[src/rtl/core/tdt_pkg.sv]
// Package for the two-class delimiter tokenizer: item types, register
// layout, result codes and the delimiter match functions.
// No dependencies.
`timescale 1ns / 1ps

package tdt_pkg;

  // Two-character delimiter slots provided
  localparam int PAIR_SLOTS = 4;
  // Most results one input item can cause
  localparam int MAX_RESULTS = 4;

  // Result kinds
  localparam logic [1:0] KIND_CHAR      = 2'd0;
  localparam logic [1:0] KIND_END_TOKEN = 2'd1;
  localparam logic [1:0] KIND_END_LINE  = 2'd2;

  // Register indexes
  localparam logic [1:0] REG_SINGLE_LOW  = 2'd0;
  localparam logic [1:0] REG_SINGLE_HIGH = 2'd1;
  localparam logic [1:0] REG_PAIR_DELIMS = 2'd2;
  localparam logic [1:0] REG_PAIR_COUNT  = 2'd3;

  // Character constants
  localparam logic [7:0] CHAR_SPACE     = 8'h20;
  localparam logic [7:0] CHAR_TAB       = 8'h09;
  localparam logic [7:0] CHAR_LF        = 8'h0A;
  localparam logic [7:0] CHAR_CR        = 8'h0D;
  localparam logic [7:0] CHAR_X         = 8'h58;
  localparam logic [7:0] CHAR_BACKSLASH = 8'h5C;

  typedef struct packed {
    logic [7:0] ch;
    logic       line_end;
  } in_item_t;

  typedef struct packed {
    logic [1:0] kind;
    logic [7:0] out_char;
  } out_item_t;

  typedef struct packed {
    logic [63:0] single_delims_low;
    logic [31:0] single_delims_high;
    logic [63:0] pair_delims;
    logic [2:0]  pair_count;
  } cfg_t;

  // Results of one item, in order, and how many are valid
  typedef struct packed {
    out_item_t [MAX_RESULTS-1:0] items;
    logic [2:0]                  count;
  } result_set_t;

  function automatic logic is_space(input logic [7:0] c);
    return (c == CHAR_SPACE) || (c == CHAR_TAB) || (c == CHAR_LF) || (c == CHAR_CR);
  endfunction

  function automatic logic is_single(input cfg_t cfg, input logic [7:0] c);
    logic [6:0] offs;
    logic       hit;
    offs = c[6:0] - 7'd32;
    hit  = 1'b0;
    if (c == CHAR_X || c[7] || c[6:5] == 2'b00) begin
      hit = 1'b0;
    end else if (c[6:5] == 2'b11) begin
      hit = cfg.single_delims_high[c[4:0]];
    end else begin
      hit = cfg.single_delims_low[offs[5:0]];
    end
    return hit;
  endfunction

  function automatic logic is_pair(input cfg_t cfg, input logic [7:0] first,
                                   input logic [7:0] second);
    logic [2:0] used;
    logic [7:0] a;
    logic [7:0] b;
    logic       hit;
    used = (cfg.pair_count > 3'(PAIR_SLOTS)) ? 3'(PAIR_SLOTS) : cfg.pair_count;
    hit  = 1'b0;
    for (int k = 0; k < PAIR_SLOTS; k++) begin
      a = cfg.pair_delims[16*k+8 +: 8];
      b = cfg.pair_delims[16*k +: 8];
      if ((3'(k) < used) && (a != CHAR_X) && (first == a) && (second == b)) begin
        hit = 1'b1;
      end
    end
    return hit;
  endfunction

endpackage

[src/rtl/core/two_class_delimiter_tokenizer_top.sv]
// Two-class delimiter tokenizer: one line of characters in, token
// characters and end-of-token / end-of-line marks out.
// Results a character causes enter the result register when the next item
// is accepted (one character of lookahead); line-end results when the line-end item is.
// Throughput: one item per cycle while out_stall is low and each causes at most
// one result; an item with more (up to 4) holds the result port until all are out.
// Reset (rst, synchronous): clears registers, scanner state and result register.
`timescale 1ns / 1ps

module two_class_delimiter_tokenizer_top (
  input  logic               clk,
  input  logic               rst,
  input  logic               in_valid,
  output logic               in_stall,
  input  tdt_pkg::in_item_t  in_data,
  output logic               out_valid,
  input  logic               out_stall,
  output tdt_pkg::out_item_t out_data,
  input  logic               cfg_we,
  input  logic [1:0]         cfg_index,
  input  logic [63:0]        cfg_data
);

  tdt_pkg::cfg_t        cfg;
  tdt_pkg::result_set_t results;
  logic                 room;
  logic                 accept;

  // Take an item when the result register frees up
  assign in_stall = !room;
  assign accept   = in_valid && room;

  tdt_cfg u_cfg (
    .clk       (clk),
    .rst       (rst),
    .cfg_we    (cfg_we),
    .cfg_index (cfg_index),
    .cfg_data  (cfg_data),
    .cfg       (cfg)
  );

  tdt_scan u_scan (
    .clk     (clk),
    .rst     (rst),
    .cfg     (cfg),
    .accept  (accept),
    .in_item (in_data),
    .results (results)
  );

  tdt_outbuf u_outbuf (
    .clk       (clk),
    .rst       (rst),
    .load      (accept),
    .results   (results),
    .room      (room),
    .out_valid (out_valid),
    .out_stall (out_stall),
    .out_data  (out_data)
  );

endmodule

[src/rtl/core/tdt_cfg.sv]
// Configuration register file of the tokenizer.
// Depends on tdt_pkg for the register layout and indexes.
`timescale 1ns / 1ps

module tdt_cfg (
  input  logic          clk,
  input  logic          rst,
  input  logic          cfg_we,
  input  logic [1:0]    cfg_index,
  input  logic [63:0]   cfg_data,
  output tdt_pkg::cfg_t cfg
);

  // Write the addressed register; no read-back
  always_ff @(posedge clk) begin
    if (rst) begin
      cfg <= '0;
    end else if (cfg_we) begin
      unique case (cfg_index)
        tdt_pkg::REG_SINGLE_LOW:  cfg.single_delims_low  <= cfg_data;
        tdt_pkg::REG_SINGLE_HIGH: cfg.single_delims_high <= cfg_data[31:0];
        tdt_pkg::REG_PAIR_DELIMS: cfg.pair_delims        <= cfg_data;
        tdt_pkg::REG_PAIR_COUNT:  cfg.pair_count         <= cfg_data[2:0];
        default:                  cfg                    <= cfg;
      endcase
    end
  end

endmodule

[src/rtl/core/tdt_scan.sv]
// Scanner of the tokenizer: lookahead register, token state and the
// single-pass decision that turns one input item into its result set.
// Depends on tdt_pkg for types, codes and delimiter matching.
`timescale 1ns / 1ps

module tdt_scan (
  input  logic                 clk,
  input  logic                 rst,
  input  tdt_pkg::cfg_t        cfg,
  input  logic                 accept,
  input  tdt_pkg::in_item_t    in_item,
  output tdt_pkg::result_set_t results
);

  logic [7:0] held_char;
  logic       held_valid;
  logic       inside_token;
  logic       escape_mode;
  logic       pair_second_pending;

  logic [7:0] held_char_next;
  logic       held_valid_next;
  logic       inside_token_next;
  logic       escape_mode_next;
  logic       pair_second_pending_next;

  logic       la_ok;
  logic       pair_hit;
  logic       single_hit;
  logic       space_hit;
  logic       do_begin;

  // Match the held character against the delimiter classes
  always_comb begin
    la_ok      = !in_item.line_end;
    pair_hit   = la_ok && tdt_pkg::is_pair(cfg, held_char, in_item.ch);
    single_hit = tdt_pkg::is_single(cfg, held_char);
    space_hit  = tdt_pkg::is_space(held_char);
  end

  // Decide the held character, then close the line or take the new one
  always_comb begin
    results                  = '0;
    held_char_next           = held_char;
    held_valid_next          = held_valid;
    inside_token_next        = inside_token;
    escape_mode_next         = escape_mode;
    pair_second_pending_next = pair_second_pending;
    do_begin                 = 1'b0;

    if (held_valid) begin
      if (pair_second_pending) begin
        results.items[results.count[1:0]] = {tdt_pkg::KIND_CHAR, held_char};
        results.count = results.count + 3'd1;
        results.items[results.count[1:0]] = {tdt_pkg::KIND_END_TOKEN, 8'h00};
        results.count = results.count + 3'd1;
        pair_second_pending_next = 1'b0;
        inside_token_next        = 1'b0;
      end else if (escape_mode) begin
        results.items[results.count[1:0]] = {tdt_pkg::KIND_CHAR, held_char};
        results.count = results.count + 3'd1;
        if (held_char == tdt_pkg::CHAR_SPACE) begin
          escape_mode_next = 1'b0;
        end
      end else if (inside_token) begin
        if (pair_hit || single_hit || space_hit) begin
          results.items[results.count[1:0]] = {tdt_pkg::KIND_END_TOKEN, 8'h00};
          results.count = results.count + 3'd1;
          inside_token_next = 1'b0;
          do_begin          = 1'b1;
        end else begin
          results.items[results.count[1:0]] = {tdt_pkg::KIND_CHAR, held_char};
          results.count = results.count + 3'd1;
        end
      end else begin
        do_begin = 1'b1;
      end

      // Open a new token at the held character; whitespace is dropped
      if (do_begin && !space_hit) begin
        results.items[results.count[1:0]] = {tdt_pkg::KIND_CHAR, held_char};
        results.count = results.count + 3'd1;
        if (held_char == tdt_pkg::CHAR_BACKSLASH) begin
          inside_token_next = 1'b1;
          escape_mode_next  = 1'b1;
        end else if (pair_hit) begin
          inside_token_next        = 1'b1;
          pair_second_pending_next = 1'b1;
        end else if (single_hit) begin
          results.items[results.count[1:0]] = {tdt_pkg::KIND_END_TOKEN, 8'h00};
          results.count = results.count + 3'd1;
        end else begin
          inside_token_next = 1'b1;
        end
      end
    end

    if (in_item.line_end) begin
      if (inside_token_next) begin
        results.items[results.count[1:0]] = {tdt_pkg::KIND_END_TOKEN, 8'h00};
        results.count = results.count + 3'd1;
      end
      results.items[results.count[1:0]] = {tdt_pkg::KIND_END_LINE, 8'h00};
      results.count = results.count + 3'd1;
      held_char_next           = 8'h00;
      held_valid_next          = 1'b0;
      inside_token_next        = 1'b0;
      escape_mode_next         = 1'b0;
      pair_second_pending_next = 1'b0;
    end else begin
      held_char_next  = in_item.ch;
      held_valid_next = 1'b1;
    end
  end

  // Advance the scanner state on each accepted item
  always_ff @(posedge clk) begin
    if (rst) begin
      held_char           <= 8'h00;
      held_valid          <= 1'b0;
      inside_token        <= 1'b0;
      escape_mode         <= 1'b0;
      pair_second_pending <= 1'b0;
    end else if (accept) begin
      held_char           <= held_char_next;
      held_valid          <= held_valid_next;
      inside_token        <= inside_token_next;
      escape_mode         <= escape_mode_next;
      pair_second_pending <= pair_second_pending_next;
    end
  end

endmodule

[src/rtl/core/tdt_outbuf.sv]
// Result register of the tokenizer: holds the result set of one item and
// hands its items out one per cycle while out_stall is low. Depends on tdt_pkg for the types.
`timescale 1ns / 1ps

module tdt_outbuf (
  input  logic                 clk,
  input  logic                 rst,
  input  logic                 load,
  input  tdt_pkg::result_set_t results,
  output logic                 room,
  output logic                 out_valid,
  input  logic                 out_stall,
  output tdt_pkg::out_item_t   out_data
);

  tdt_pkg::out_item_t [tdt_pkg::MAX_RESULTS-1:0] entries;
  logic [2:0] count;
  logic       pop;

  assign out_valid = (count != 3'd0);
  assign out_data  = entries[0];
  assign pop       = out_valid && !out_stall;
  // Room for a new set once the last held item leaves this cycle
  assign room      = (count == 3'd0) || ((count == 3'd1) && !out_stall);

  // Track how many items are left to hand out
  always_ff @(posedge clk) begin
    if (rst) begin
      count <= 3'd0;
    end else if (load) begin
      count <= results.count;
    end else if (pop) begin
      count <= count - 3'd1;
    end
  end

  // Load a fresh set, or shift the next item to the head
  always_ff @(posedge clk) begin
    if (load) begin
      entries <= results.items;
    end else if (pop) begin
      for (int i = 0; i < tdt_pkg::MAX_RESULTS - 1; i++) begin
        entries[i] <= entries[i+1];
      end
    end
  end

endmodule

[config.mk]
export PLATFORM = sky130hd
export DESIGN_NAME = two_class_delimiter_tokenizer_top
export DESIGN_NICKNAME = d
export VERILOG_FILES = /design/src/rtl/core/tdt_pkg.sv /design/src/rtl/core/two_class_delimiter_tokenizer_top.sv /design/src/rtl/core/tdt_cfg.sv /design/src/rtl/core/tdt_scan.sv /design/src/rtl/core/tdt_outbuf.sv
export SDC_FILE = /design/constraint.sdc
export NUM_CORES = 1
export LEC_CHECK = 0
export BUFFER_PORTS_ARGS = -buffer_cell sky130_fd_sc_hd__buf_2
export CORE_MARGIN = 3
export CORE_UTILIZATION = 60
export DETAILED_ROUTE_END_ITERATION = 6
export PLACE_DENSITY = 0.85
export SYNTH_ARGS = -nofsm -noshare
export SYNTH_HDL_FRONTEND = slang
export SYNTH_SLANG_ARGS = --single-unit
[constraint.sdc]
create_clock -name clk -period 12.24 [get_ports clk]
set_clock_uncertainty 0.2 [all_clocks]
set_input_delay 0 -clock clk [delete_from_list [all_inputs] [get_ports clk]]
set_output_delay 0 -clock clk [all_outputs]
set_load 0.005 [all_outputs]
==> flow_metrics.env, run 1 <==
export IMPL_status="finished with violations"
export IMPL_violations="design-rule violations"
export IMPL_fin_crit_ns=5.310
export IMPL_endpoint="u_outbuf.out_data[1]$_DFFE_PP_"
export IMPL_final_cell_mix="nand2_1, dfxtp_1, a21oi_1"
export IMPL_arrival_ns=5.48
export IMPL_synth_fa_ha_area_share_pct=1.305
export IMPL_p_leak_nw=4.694
export IMPL_synth_enable_flop_cells=40
export IMPL_synth_top_family_by_area="simple AND/OR/NAND/NOR gates"
export IMPL_cts_setup_buffers=0
export IMPL_holdWs_ns=0.09132
export IMPL_grt_total_usage_pct=29.98
export IMPL_timing_rr_start="u_scan.held_char[0]$_SDFFE_PP0P_"
export IMPL_r2r_end="u_outbuf.out_data[1]$_DFFE_PP_"
export IMPL_grt_pass1_wl_mm=47.66
export IMPL_cts_root_buf="clkbuf_16"
export IMPL_crit_start="u_scan.held_char[0]$_SDFFE_PP0P_"
export IMPL_cts_tree="yes"
export IMPL_post_cts_resized=0
export IMPL_synthesis_instances=1218
export IMPL_slew_viol_final=0
export IMPL_dp_hpwl_mm=17.79
export IMPL_setup_viol=0
export IMPL_antenna_found_initial=0
export IMPL_grtUsageMet1_pct=38.22
export IMPL_pre_cts_ws_ns=7.056
export IMPL_post_dp_cell_area_mm2=0.01086
export IMPL_die_area_mm2=0.01920
export IMPL_clkSlewWorstSetupHoldPaths_ns=0.06
export IMPL_yosys_register_bits=218
export IMPL_seq_area_frac_synth_pct=45.19
export IMPL_rsz0062_at_grt="false"
export IMPL_hold_viol=0
export IMPL_ioPinCount=92
export IMPL_syn_area_mm2=0.01054
export IMPL_setup_tns_ns=0
export IMPL_worst_ir_drop_vdd_v=0.0001241
export IMPL_r2r_cells=13
export IMPL_required_ns=12.41
export IMPL_dr_pass1_iters=7
export IMPL_powerDensity_mw_per_mm2=163.7
export IMPL_critPathMaxFanout=32
export IMPL_drive_above_1_share_pct=13.26
export IMPL_met2_usage_pct=50.72
export IMPL_cts_made_buffers=23
export IMPL_max_freq_ghz=0.1883
export IMPL_drt_total_wl_mm=29.38
export IMPL_htreeDepth=1
export IMPL_clock_path_buffers=3
export IMPL_initial_core_util_pct=62.47
export IMPL_port_buffers=91
export IMPL_core_mm2=0.01688
export IMPL_drtAntennaViolNets=0
export IMPL_hold_path_class="in2reg"
export IMPL_synth_compound_area_share_pct=13.90
export IMPL_busiest_layer="met2"
export IMPL_synthDistinctLibCells=77
export IMPL_area_delta_synth_final_pct=18.23
export IMPL_async_flop_share_pct=0
export IMPL_fin_crit_sh_pct=43.39
export IMPL_synthFlopType="dfxtp_1"
export IMPL_synth_xor_area_share_pct=5.400
export IMPL_crit_type="reg2reg"
export IMPL_drt_iter0_drc=829
export IMPL_fin_nets=1425
export IMPL_start_kind="flip-flop"
export IMPL_routed_via_count=9497
export IMPL_grt_max_degree=101
export IMPL_yosys_mux_area_fraction_pct=6.610
export IMPL_fill_cells=1142
export IMPL_routed_via_density=6.049
export IMPL_synthSimpleGateAreaFrac_pct=21.65
export IMPL_clock_sinks=218
export IMPL_relSlewSlack_pct=26.20
export IMPL_clk_latency_ns=0.50
export IMPL_endpoint_kind="flip-flop"
export IMPL_worst_pin_slew_ns=1.105
export IMPL_synth_area_per_cell_um2=8.656
export IMPL_grt_overflow_total=0
export IMPL_gr_usage_met3_pct=5.000
export IMPL_final_common_cell="nand2_1"
export IMPL_gp_congestion=0.8954
export IMPL_wl_per_cell_um=18.71
export IMPL_final_cell_area_mm2=0.01246
export IMPL_diodes=0
export IMPL_grt_pass1_vias=9390
export IMPL_rows=47
export IMPL_finalPower_mw=2.041
export IMPL_drc_errors=7
export IMPL_die_h_um=138.6
export IMPL_postLayoutSetupSlackWorst_ns=6.930
export IMPL_synth_warnings=0
export IMPL_regToRegSetupSlack_ns=6.93
export IMPL_max_cap_violations=0
export IMPL_die_w_um=138.6
==> critical path, cell delays in order (launching register included) <==
cell and delay (ns):
dfxtp_2 1.00, mux4_2 0.61, o32ai_1 0.36, a2111oi_2 0.12, o211a_1 0.20, or4_1 0.48, a31oi_1 0.24, xor2_1 0.28
nand2_2 0.15, ha_1 0.31, mux2i_1 0.11, ha_1 0.27, o41ai_4 0.59, a22o_1 0.21
==> flip-flops by register name (all words and copies together) (netlist names) <==
signal / count
u_cfg.cfg: 163
u_outbuf.count: 3
u_outbuf.entries: 30
u_outbuf.out_data: 10
u_scan.escape_mode: 1
u_scan.held_char: 8
u_scan.held_valid: 1
u_scan.inside_token: 1
u_scan.pair_second_pending: 1
==> metal layers <==
| metal | share of wire, % | up-vias |
|---|---|---|
| li1 | - | 4403 |
| met1 | 38 | 4474 |
| met2 | 49 | 509 |
| met3 | 8.7 | 111 |
| met4 | 4.4 | 0 |
| met5 | 0 | - |
==> what timing repair did <==
action	4_1_cts	5_1_grt
hold buffers	88	0
hold endpoints to repair	215	0
setup endpoints to repair	0	0
==> how the worst min path moves through the flow <==
stage                  from                          end  slack (ns)  cells past startpoint
2_1_floorplan  cfg_data[49]  u_cfg.cfg[148]$_SDFFE_PP0P_       -0.06                      2
3_3_place_gp   cfg_data[34]  u_cfg.cfg[133]$_SDFFE_PP0P_        0.05                      3
3_5_place_dp   cfg_data[34]   u_cfg.cfg[37]$_SDFFE_PP0P_        0.06                      3
4_1_cts        cfg_data[48]   u_cfg.cfg[51]$_SDFFE_PP0P_        0.08                      4
5_1_grt         cfg_data[9]   u_cfg.cfg[76]$_SDFFE_PP0P_        0.12                      4
6_report       cfg_data[35]  u_cfg.cfg[134]$_SDFFE_PP0P_        0.09                      4
==> metrics by stage <==
step / util (%) / instances
after floorplan: - / 1225
after global placement: 64.34 / 1441
after detailed placement: 64.34 / 1441
after CTS: 73.85 / 1570
after global routing: 73.85 / 1570
final: 73.85 / 1570
==> kinds of logic (layout without fill, tap and decap cells) <==
| kind of cell | after synthesis | count (layout) |
|---|---|---|
| DFF | 218 | 218 |
| other | 1 | 8 |
| xor gates and xnor gates | 65 | 65 |
| buffers and inverters | 124 | 249 |
| AOI/OAI and AO/OA | 248 | 248 |
| and+or+nand+nor | 513 | 513 |
| adders and majority gates | 11 | 11 |
| muxes | 38 | 38 |
==> cell type report <==
type	count	area [um^2]	share of cell area, %
inverter	17	63.81	0.5119
sequential	218	4767	38.25
multi-input combinational	883	5205	41.76
clock buffer	27	600.6	4.818
tap	220	275.3	2.208
clock inverter	14	123.9	0.9938
timing repair buffer	191	1429	11.46
==> report_power, final <==
part           internal (mW)  total (mW)  switching [mW]
clock network          0.393       0.677           0.284
registers              0.855       0.913          0.0576
logic                  0.181       0.451           0.270
total                   1.43        2.04           0.612
==> synthesized netlist by cell type, types with 15 or more instances <==
library cell	n	area, um^2
nand2_1	361	1355
nor2_1	37	138.9
xor2_1	27	236.5
edfxtp_1	40	1201
nand3_1	17	85.08
a21oi_1	176	880.8
buf_4	18	135.1
inv_1	15	56.30
dfxtp_1	178	3563
mux4_2	23	518.0
xnor2_1	38	332.8
clkbuf_1	70	262.8
Note: power is estimated with default switching activity, not from simulation.
==> run 2, diff against run 1 <==
==> constraint.sdc (replaced) <==
create_clock -name clk -period 5.4 [get_ports clk]
set_clock_uncertainty 0.2 [all_clocks]
set_input_delay 0 -clock clk [delete_from_list [all_inputs] [get_ports clk]]
set_output_delay 0 -clock clk [all_outputs]
set_load 0.005 [all_outputs]
==> flow_metrics.env, run 2 (same netlist as run 1, synthesis figures left out) <==
export IMPL_drt_iter0_drc=1226
export IMPL_rows=47
export IMPL_largest_reg_flops=163
export IMPL_hold_path_class="in2reg"
export IMPL_clkSlewWorstSetupHoldPaths_ns=0.06
export IMPL_fin_nets=1432
export IMPL_final_cell_mix="nand2_1, dfxtp_1, a21oi_1"
export IMPL_worst_ir_drop_vdd_v=0.0002903
export IMPL_holdWs_ns=0.003801
export IMPL_grt_max_degree=94
export IMPL_port_buffers=91
export IMPL_clock_path_buffers=3
export IMPL_relSlewSlack_pct=25.72
export IMPL_core_mm2=0.01688
export IMPL_drt_total_wl_mm=30.00
export IMPL_slowest_delay_ns=0.73
export IMPL_grt_total_usage_pct=30.31
export IMPL_setup_tns_ns=0
export IMPL_setup_viol=0
export IMPL_required_ns=5.57
export IMPL_gp_congestion=0.9575
export IMPL_htreeDepth=1
export IMPL_cts_setup_buffers=0
export IMPL_arrival_ns=5.23
export IMPL_hold_viol=0
export IMPL_crit_start="u_scan.held_char[1]$_SDFFE_PP0P_"
export IMPL_dr_pass1_iters=6
export IMPL_grt_pass1_wl_mm=48.16
export IMPL_cts_root_buf="clkbuf_16"
export IMPL_cts_tree="yes"
export IMPL_die_w_um=138.6
export IMPL_max_cap_violations=0
export IMPL_pre_cts_ws_ns=0.4043
export IMPL_clk_latency_ns=0.52
export IMPL_die_area_mm2=0.01920
export IMPL_dp_hpwl_mm=18.80
export IMPL_timing_rr_start="u_scan.held_char[1]$_SDFFE_PP0P_"
export IMPL_critPathMaxFanout=22
export IMPL_initial_core_util_pct=62.47
export IMPL_r2r_end="u_outbuf.out_data[5]$_DFFE_PP_"
export IMPL_crit_type="reg2reg"
export IMPL_antenna_found_initial=0
export IMPL_endpoint_kind="flip-flop"
export IMPL_regMostFlops="u_cfg.cfg"
export IMPL_grt_overflow_total=0
export IMPL_wl_per_cell_um=19.01
export IMPL_regToRegSetupSlack_ns=0.34
export IMPL_grt_pass1_vias=9324
export IMPL_slew_viol_final=0
export IMPL_clock_sinks=218
export IMPL_fin_crit_sh_pct=93.71
export IMPL_endpoint="u_outbuf.out_data[5]$_DFFE_PP_"
export IMPL_drc_errors=0
export IMPL_postLayoutSetupSlackWorst_ns=0.3398
export IMPL_fin_util_pct=74.14
export IMPL_fin_crit_ns=5.060
export IMPL_status="complete, no violations"
export IMPL_worst_pin_slew_ns=1.112
export IMPL_cp_slowest_cell="dfxtp_2"
export IMPL_start_kind="flip-flop"
export IMPL_die_h_um=138.6
export IMPL_routed_via_density=6.089
export IMPL_routed_via_count=9608
export IMPL_post_cts_resized=0
export IMPL_hp_start="in_valid"
export IMPL_max_freq_ghz=0.1976
export IMPL_path_cells="buf_4, mux4_2, mux2i_1, a22oi_1, o211a_1, or4_1, a31oi_1, xor2_1, nand2_2, ha_1, mux2i_1, ha_1, o41ai_4, a22o_1"
export IMPL_area_delta_synth_final_pct=18.69
export IMPL_drive_above_1_share_pct=13.85
export IMPL_r2r_cells=14
export IMPL_rsz0062_at_grt="false"
export IMPL_powerDensity_mw_per_mm2=367.0
export IMPL_ioPinCount=92
export IMPL_final_common_cell="nand2_1"
export IMPL_p_leak_nw=4.730
export IMPL_hold_buffers=87
export IMPL_drtAntennaViolNets=0
export IMPL_cts_made_buffers=23
run 2: worst min path at each step:
stage          cells after the start  slack, ns                             end
5_1_grt                            3       0.04  u_outbuf.out_data[8]$_DFFE_PP_
3_3_place_gp                       3       0.05      u_cfg.cfg[41]$_SDFFE_PP0P_
3_5_place_dp                       3       0.06     u_cfg.cfg[143]$_SDFFE_PP0P_
4_1_cts                            3      0.006  u_outbuf.entries[21]$_DFFE_PP_
2_1_floorplan                      2      -0.06     u_cfg.cfg[148]$_SDFFE_PP0P_
6_report                           3      0.004  u_outbuf.entries[21]$_DFFE_PP_
run 2: per-layer routing:
layer	global-route usage [%]	routed length, um	vias to the layer above
met5	0	0	-
li1	-	-	4406
met4	12.48	1401	0
met2	50.92	14360	578
met3	6.172	2887	127
met1	38.40	11350	4497
run 2: power by group:
part	switching [mW]	total (mW)	internal, mW	leakage [nW]
sequential	0.134	2.07	1.94	1.85
combinational	0.613	1.03	0.418	2.52
clock	0.644	1.49	0.844	0.356
total	1.39	4.59	3.20	4.73
run 2: area by class of cell:
cell class,instances,area (um^2)
Clock inverter,9,58.81
Fill cell,1122,4364
Multi-Input combinational cell,883,5205
Clock buffer,32,649.4
Tap cell,220,275.3
Timing Repair Buffer,198,1491
Antenna cell,1,2.502
Sequential cell,218,4767
Inverter,17,63.81
run 2: worst max-delay path, delay by kind of cell, from the launching register on:
family,cells,cell delay (ns)
AOI/OAI and AO/OA,5,1.29
and+or+nand+nor,2,0.57
DFF,1,0.73
muxes,3,0.83
adders and majority gates,2,0.60
buffers and inverters,1,0.35
xor gates and xnor gates,1,0.33
run 2: per-stage QoR:
stage	instances	total power [mW]	instance area (um^2)
final	1578	4.593	12510
after CTS	1577	4.590	12510
after detailed placement	1449	3.073	10930
after floorplan	1225	2.824	10570
after global routing	1577	4.798	12510
after global placement	1449	3.035	10930
